[src/rtl/core/dltq_pkg.sv]
package dltq_pkg;

  typedef enum logic [2:0] {
    ACT_ADD_BACK   = 3'd0,
    ACT_PUSH_FRONT = 3'd1,
    ACT_TAKE_FRONT = 3'd2,
    ACT_ERASE      = 3'd3,
    ACT_PEEK_FRONT = 3'd4
  } action_e;

  typedef struct packed {
    logic [2:0] action;
    logic [5:0] task_slot;
  } req_t;

  typedef struct packed {
    logic [5:0] out_task;
    logic       out_valid;
    logic       queue_empty;
    logic       op_error;
  } rsp_t;

  typedef enum logic [2:0] {
    ST_CLEAR,
    ST_IDLE,
    ST_READ,
    ST_WRITE,
    ST_OUT
  } state_e;

endpackage

[src/rtl/core/dltq_ram.sv]
module dltq_ram #(
  parameter int Width = 8,
  parameter int Depth = 64
) (
  input  logic                     clk_i,
  input  logic                     we_i,
  input  logic [$clog2(Depth)-1:0] waddr_i,
  input  logic [Width-1:0]         wdata_i,
  input  logic [$clog2(Depth)-1:0] raddr_i,
  output logic [Width-1:0]         rdata_o
);

  logic [Width-1:0] mem [Depth];

  // write one entry, register the read
  always_ff @(posedge clk_i) begin
    if (we_i) begin
      mem[waddr_i] <= wdata_i;
    end
    rdata_o <= mem[raddr_i];
  end

endmodule

[src/rtl/core/doubly_linked_task_queue_core.sv]
// Steps after the accepting edge of a request word: link read, link/neighbor write, then
// the result with the second neighbor write, held until the result word is accepted.
// Requests: one request is held at a time and a stalled result holds off the next request;
// no new request is taken before the result word of the held one has been accepted.
// Reset: head and tail null; the queued flags are cleared by a pass over all TASK_SLOTS slots
// with input held off; link memories are not cleared, a link is read only after a write.
module doubly_linked_task_queue_core #(
  parameter int TASK_SLOTS = 64
) (
  input  logic            clk_i,
  input  logic            rst_ni,
  input  logic            in_valid_i,
  output logic            in_ready_o,
  input  dltq_pkg::req_t  in_data_i,
  output logic            out_valid_o,
  input  logic            out_ready_i,
  output dltq_pkg::rsp_t  out_data_o
);
  import dltq_pkg::*;

  localparam int AW = (TASK_SLOTS > 1) ? $clog2(TASK_SLOTS) : 1;
  localparam int LW = $clog2(TASK_SLOTS + 1);
  localparam logic [LW-1:0] NIL = LW'(TASK_SLOTS);
  localparam logic [AW-1:0] LAST_SLOT = AW'(TASK_SLOTS - 1);

  state_e state_q, state_d;
  req_t   req_q;
  logic [LW-1:0] head_q, head_d, tail_q, tail_d;
  logic [AW-1:0] clr_q, clr_d;
  rsp_t   rsp_q, rsp_d;

  // memory ports
  logic          nx_we, pv_we, qf_we;
  logic [AW-1:0] nx_wa, pv_wa, qf_wa, rd_a;
  logic [LW-1:0] nx_wd, pv_wd, nx_rd, pv_rd;
  logic          qf_wd, qf_rd;

  // second write held for the output cycle
  logic          w2n_q, w2n_d, w2p_q, w2p_d;
  logic [AW-1:0] w2a_q, w2a_d;
  logic [LW-1:0] w2v_q, w2v_d;

  dltq_ram #(.Width(LW), .Depth(TASK_SLOTS)) u_next (
    .clk_i, .we_i(nx_we), .waddr_i(nx_wa), .wdata_i(nx_wd),
    .raddr_i(rd_a), .rdata_o(nx_rd));
  dltq_ram #(.Width(LW), .Depth(TASK_SLOTS)) u_prev (
    .clk_i, .we_i(pv_we), .waddr_i(pv_wa), .wdata_i(pv_wd),
    .raddr_i(rd_a), .rdata_o(pv_rd));
  dltq_ram #(.Width(1), .Depth(TASK_SLOTS)) u_queued (
    .clk_i, .we_i(qf_we), .waddr_i(qf_wa), .wdata_i(qf_wd),
    .raddr_i(rd_a), .rdata_o(qf_rd));

  // decode the held request
  logic          in_pool, is_q;
  logic [AW-1:0] slot, hslot, tslot;
  assign in_pool = (32'(req_q.task_slot) < TASK_SLOTS);
  assign slot    = AW'(req_q.task_slot);
  assign hslot   = head_q[AW-1:0];
  assign tslot   = tail_q[AW-1:0];
  assign is_q    = in_pool && qf_rd;

  // address the read: unlink target is head for pop, slot for erase; other actions read slot
  assign rd_a = (req_q.action == ACT_TAKE_FRONT) ? hslot : slot;

  // next state
  always_comb begin
    state_d = state_q;
    case (state_q)
      ST_CLEAR: if (clr_q == LAST_SLOT) state_d = ST_IDLE;
      ST_IDLE:  if (in_valid_i) state_d = ST_READ;
      ST_READ:  state_d = ST_WRITE;
      ST_WRITE: state_d = ST_OUT;
      ST_OUT:   if (out_ready_i) state_d = ST_IDLE;
      default:  state_d = ST_IDLE;
    endcase
  end

  // datapath and outputs
  always_comb begin
    head_d = head_q; tail_d = tail_q; rsp_d = rsp_q; clr_d = clr_q;
    nx_we = 1'b0; pv_we = 1'b0; qf_we = 1'b0;
    nx_wa = slot; pv_wa = slot; qf_wa = slot;
    nx_wd = NIL; pv_wd = NIL; qf_wd = 1'b0;
    w2n_d = 1'b0; w2p_d = 1'b0; w2a_d = w2a_q; w2v_d = w2v_q;
    case (state_q)
      ST_CLEAR: begin
        qf_we = 1'b1; qf_wa = clr_q; qf_wd = 1'b0;
        clr_d = clr_q + AW'(1);
      end
      ST_OUT: begin
        nx_we = w2n_q; pv_we = w2p_q;
        nx_wa = w2a_q; pv_wa = w2a_q; nx_wd = w2v_q; pv_wd = w2v_q;
      end
      ST_WRITE: begin
        rsp_d = '0;
        case (req_q.action)
          ACT_ADD_BACK, ACT_PUSH_FRONT: begin
            if (!in_pool || qf_rd) begin
              rsp_d.op_error = 1'b1;
            end else begin
              qf_we = 1'b1; qf_wa = slot; qf_wd = 1'b1;
              nx_we = 1'b1; pv_we = 1'b1;
              if (req_q.action == ACT_ADD_BACK) begin
                nx_wd = NIL; pv_wd = tail_q;
                tail_d = LW'(slot);
                if (head_q == NIL) head_d = LW'(slot);
                else begin
                  w2n_d = 1'b1; w2a_d = tslot; w2v_d = LW'(slot);
                end
              end else begin
                pv_wd = NIL; nx_wd = head_q;
                head_d = LW'(slot);
                if (head_q == NIL) tail_d = LW'(slot);
                else begin
                  w2p_d = 1'b1; w2a_d = hslot; w2v_d = LW'(slot);
                end
              end
            end
          end
          ACT_TAKE_FRONT, ACT_ERASE, ACT_PEEK_FRONT: begin
            if (req_q.action == ACT_ERASE && !is_q) begin
              rsp_d.op_error = 1'b1;
            end else if (req_q.action != ACT_ERASE && head_q == NIL) begin
              rsp_d.out_valid = 1'b0;
            end else if (req_q.action == ACT_PEEK_FRONT) begin
              rsp_d.out_valid = 1'b1;
              rsp_d.out_task  = 6'(hslot);
            end else begin
              if (req_q.action == ACT_TAKE_FRONT) begin
                rsp_d.out_valid = 1'b1;
                rsp_d.out_task  = 6'(hslot);
              end
              qf_we = 1'b1; qf_wa = rd_a; qf_wd = 1'b0;
              // splice neighbors: prev.next = n now, next.prev = p later
              if (pv_rd != NIL) begin
                nx_we = 1'b1; nx_wa = pv_rd[AW-1:0]; nx_wd = nx_rd;
              end else head_d = nx_rd;
              if (nx_rd != NIL) begin
                w2p_d = 1'b1; w2a_d = nx_rd[AW-1:0]; w2v_d = pv_rd;
              end else tail_d = pv_rd;
            end
          end
          default: ;
        endcase
        rsp_d.queue_empty = (head_d == NIL);
      end
      default: ;
    endcase
  end

  assign in_ready_o  = (state_q == ST_IDLE);
  assign out_valid_o = (state_q == ST_OUT);
  assign out_data_o  = rsp_q;

  // control registers
  always_ff @(posedge clk_i or negedge rst_ni) begin
    if (!rst_ni) begin
      state_q <= ST_CLEAR;
      head_q  <= NIL;
      tail_q  <= NIL;
      clr_q   <= '0;
      w2n_q   <= 1'b0;
      w2p_q   <= 1'b0;
    end else begin
      state_q <= state_d;
      head_q  <= head_d;
      tail_q  <= tail_d;
      clr_q   <= clr_d;
      w2n_q   <= w2n_d;
      w2p_q   <= w2p_d;
    end
  end

  // payload registers
  always_ff @(posedge clk_i) begin
    if (in_valid_i && in_ready_o) req_q <= in_data_i;
    rsp_q <= rsp_d;
    w2a_q <= w2a_d;
    w2v_q <= w2v_d;
  end

  a_empty_ends: assert property (@(posedge clk_i) disable iff (!rst_ni)
    (head_q == NIL) == (tail_q == NIL)) else $error("head/tail disagree");
  a_one_side: assert property (@(posedge clk_i) disable iff (!rst_ni)
    !(in_ready_o && out_valid_o)) else $error("input open while result waits");
  a_one_write: assert property (@(posedge clk_i) disable iff (!rst_ni)
    !(w2n_q && w2p_q)) else $error("two pending neighbor writes");
  a_result_flags: assert property (@(posedge clk_i) disable iff (!rst_ni)
    out_valid_o |-> !(rsp_q.out_valid && rsp_q.op_error)) else $error("bad result");

endmodule

[config.mk]
export PLATFORM = sky130hd
export DESIGN_NAME = doubly_linked_task_queue_core
export DESIGN_NICKNAME = d
export VERILOG_FILES = /design/src/rtl/core/dltq_pkg.sv /design/src/rtl/core/dltq_ram.sv /design/src/rtl/core/doubly_linked_task_queue_core.sv
export SDC_FILE = /design/constraint.sdc
export NUM_CORES = 1
export LEC_CHECK = 0
export BUFFER_PORTS_ARGS = -buffer_cell sky130_fd_sc_hd__buf_4
export CAP_MARGIN = 10
export CORE_UTILIZATION = 37
export DETAILED_ROUTE_END_ITERATION = 7
export MAX_ROUTING_LAYER = met4
export PLACE_DENSITY = 0.51
export SLEW_MARGIN = 20
export SYNTH_ARGS = -nofsm -noshare
export SYNTH_HDL_FRONTEND = slang
export SYNTH_SLANG_ARGS = --single-unit
[constraint.sdc]
create_clock -name clk_i -period 4.8 [get_ports clk_i]
set_clock_uncertainty 0.05 [all_clocks]
set_input_delay 0.48 -clock clk_i [delete_from_list [all_inputs] [get_ports clk_i]]
set_output_delay 0.48 -clock clk_i [all_outputs]
set_load 0.01 [all_outputs]
==> results_dict.tcl <==
set metrics [dict create \
    ctsResizeCount 0 \
    worstPathRequired_ps 5060 \
    outcome "finished clean" \
    fin_crit_sh 0.916 \
    setup-violations-final 0 \
    syn_avg_cell_area_um2 13.3 \
    power_frac_seq 0.452 \
    cts_buffers 106 \
    drt_iter0_drc 2913 \
    fin_nets 3196 \
    yosysWarnings 0 \
    grt_pass1_wl_um 175000 \
    syn-cell-area_mm2 0.0420 \
    worstPathCellList "nor4b_2 -> a311oi_1 -> nand3_1 -> o221a_2 -> nor2_1 -> nand3_1 -> nor2_1" \
    dpl.hpwl_um 74200 \
    drc 0 \
    cts_tree "built" \
    clock_sinks 1031 \
    die_y_um 339 \
    cp_max_fo 10 \
    clkPwrFrac 0.357 \
    worstSetupPathType "flop to flop" \
    start_util 0.373 \
    clock_path_buffers 3 \
    drive_above_1_share 0.0979 \
    die-area_mm2 0.115 \
    drtPass1Iterations 6 \
    swShare 0.301 \
    postSynthCellCount 3147 \
    hold_viol 0 \
    core_area_mm2 0.112 \
    num_rows 123 \
    power.switching_w 0.00708 \
    die_w_um 339 \
    critPathMaxStageDelay_ps 770 \
    p_leak_nw 16.1 \
    clock_latency_ps 710 \
    synthTopCellsByCount "edfxtp_1, nand2_1, nor2_1, nand3_1, mux2i_1" \
    syn_to_final_growth_pct 14.0 \
    first_global_vias 25700 \
    grt_usage 0.212 \
    p_int_w 0.0164 \
    synthArstFlopShare 0.0242 \
    yosys.area.top_type_share 0.708 \
    fmax_mhz 228 \
    yosys_register_bits 1031 \
    num_vias 26500 \
    post-cts-setup-buffer-count 0 \
    grt_overflow 0 \
    cts-root-buf "clkbuf_16" \
    grt_max_degree 157 \
    numPortBuffers 23 \
    routabilityCongestion 0.882 \
    cp-end-kind "flop" \
    ys_seq_area_frac 0.731 \
    relSlewSlack 0.285 \
    utilization 0.426 \
    synthDistinctLibCells 74 \
    setup_slack_ps 405 \
    min_period_ps 4390 \
    avgRoutedWirePerCell_um 25.1 \
    rsz0062_at_grt "false" \
    synth_ff_type "edfxtp_1" \
    synth_edf_count 991 \
    totalWireLength_um 120000 \
    htree_levels 3 \
    drv_slew 0 \
    place_ws_ps 594 \
    cpMaxStageDelayCell "nor2_1" \
    routed_via_density 5.54 \
    ir_drop_mv 0.281 \
    power_density_mw_per_mm2 491 \
    ios 24 \
    hp-class "input pin to flop" \
    clk_pin_slew_ps 60 \
    detail-route-antenna-nets 0 \
    comb_power_share 0.191 \
    syn_nets 3161 \
    crit_path_start_kind "flop" \
    synth_area_leaders "edfxtp_1, nand2_1, mux2i_1" \
    postCtsHoldBufs 11 \
    crit_arrival_ps 4660 \
    antenna_found_initial 1 \
    drv_cap 0 \
    yosysMostFrequentCell "edfxtp_1" \
    synth_top_cell_by_area "edfxtp_1" \
    worstMarginPinSlew_ps 1070 \
]
[final cells by class]
type | instances | area (um^2)
multi-input combinational | 1920 | 10700
fill | 10200 | 64600
antenna | 1 | 2.50
tap | 1500 | 1880
clock buffer | 130 | 2780
clock inverter | 66 | 783
sequential | 1031 | 30700
inverter | 10 | 37.5
timing repair buffer | 113 | 1050
[power by group through the flow]
| stage | sequential [W] | clock (W) | combinational, W |
|---|---|---|---|
| 2_1_floorplan | 0.0106 | 0 | 0.00275 |
| 3_3_place_gp | 0.0108 | 0 | 0.00443 |
| 3_5_place_dp | 0.0108 | 0 | 0.00448 |
| 4_1_cts | 0.0106 | 0.00852 | 0.00449 |
| 5_1_grt | 0.0106 | 0.00887 | 0.00480 |
| 6_report | 0.0106 | 0.00839 | 0.00449 |
[cells by family after synthesis]
family | Yosys count | synth area share
AOI/OAI and AO/OA | 419 | 0.0684
xor gates and xnor gates | 5 | 0.00104
adders and majority gates | 1 | 0.000298
buffers and inverters | 196 | 0.0206
DFF | 1031 | 0.731
muxes | 191 | 0.0466
and+or+nand+nor | 1304 | 0.133
[cells in the final DEF, fill, tap and decap left out, drive strengths merged, types with 17 or more instances in the layout]
cell type	instances
edfxtp	991
nand2	728
nor2	230
nand3	215
mux2i	174
clkbuf	130
a31oi	125
buf	102
a21oi	83
clkinv	48
o221ai	34
nand4	32
o22ai	32
a32oi	28
or4	28
o21ai	27
dfrtp	23
a221o	19
mux2	17
[layer usage]
metal	wire length [um]	share of wire	track usage	up-vias
met5	0	0	-	-
met4	2410	0.020	0.0523	0
met3	8190	0.068	0.0354	146
met2	55700	0.46	0.324	1050
met1	53500	0.45	0.293	13400
li1	-	-	-	11900
[stage by stage]
stage / instances / hold WS (ps) / area [um^2] / TNS, ps / power (W)
finish: 4771 / 43.6 / 47900 / 0 / 0.0235
global route: 4771 / 46.0 / 47900 / 0 / 0.0243
CTS: 4770 / 0.621 / 47900 / 0 / 0.0236
detailed placement: 4563 / 393 / 44200 / 0 / 0.0153
global placement: 4563 / 382 / 44200 / 0 / 0.0152
floorplan: 3147 / 134 / 42000 / -42590 / 0.0134
[path summary, 6_finish.rpt]
kind                            cells past startpoint  slack, ps       start          endpoint
worst max register to register                      7        410   head_q[4]  u_next.mem[2][5]
worst max-delay path                                7        410   head_q[4]  u_next.mem[2][5]
worst min-delay path                                3         40  in_valid_i        state_q[1]
min in group asynchronous                           2        220      rst_ni         head_q[1]
max in group asynchronous                           2       4160      rst_ni         tail_q[6]
worst min register to register                      1        440    clr_q[2]          clr_q[2]
[state kept, by name, summed over array words and instances, names as in the netlist, 9 cells and up]
register,count
u_next.mem,448
out_data_o,9
u_prev.mem,448
u_queued.mem,64
[worst max-delay path, delay by kind of cell, from the launching register on]
family           cells  cell delay [ps]
flip-flops           1              610
AO/OA/AOI/OAI        2             1120
AND/OR/NAND/NOR      5             2210
Power figures use the tool's default switching activity.
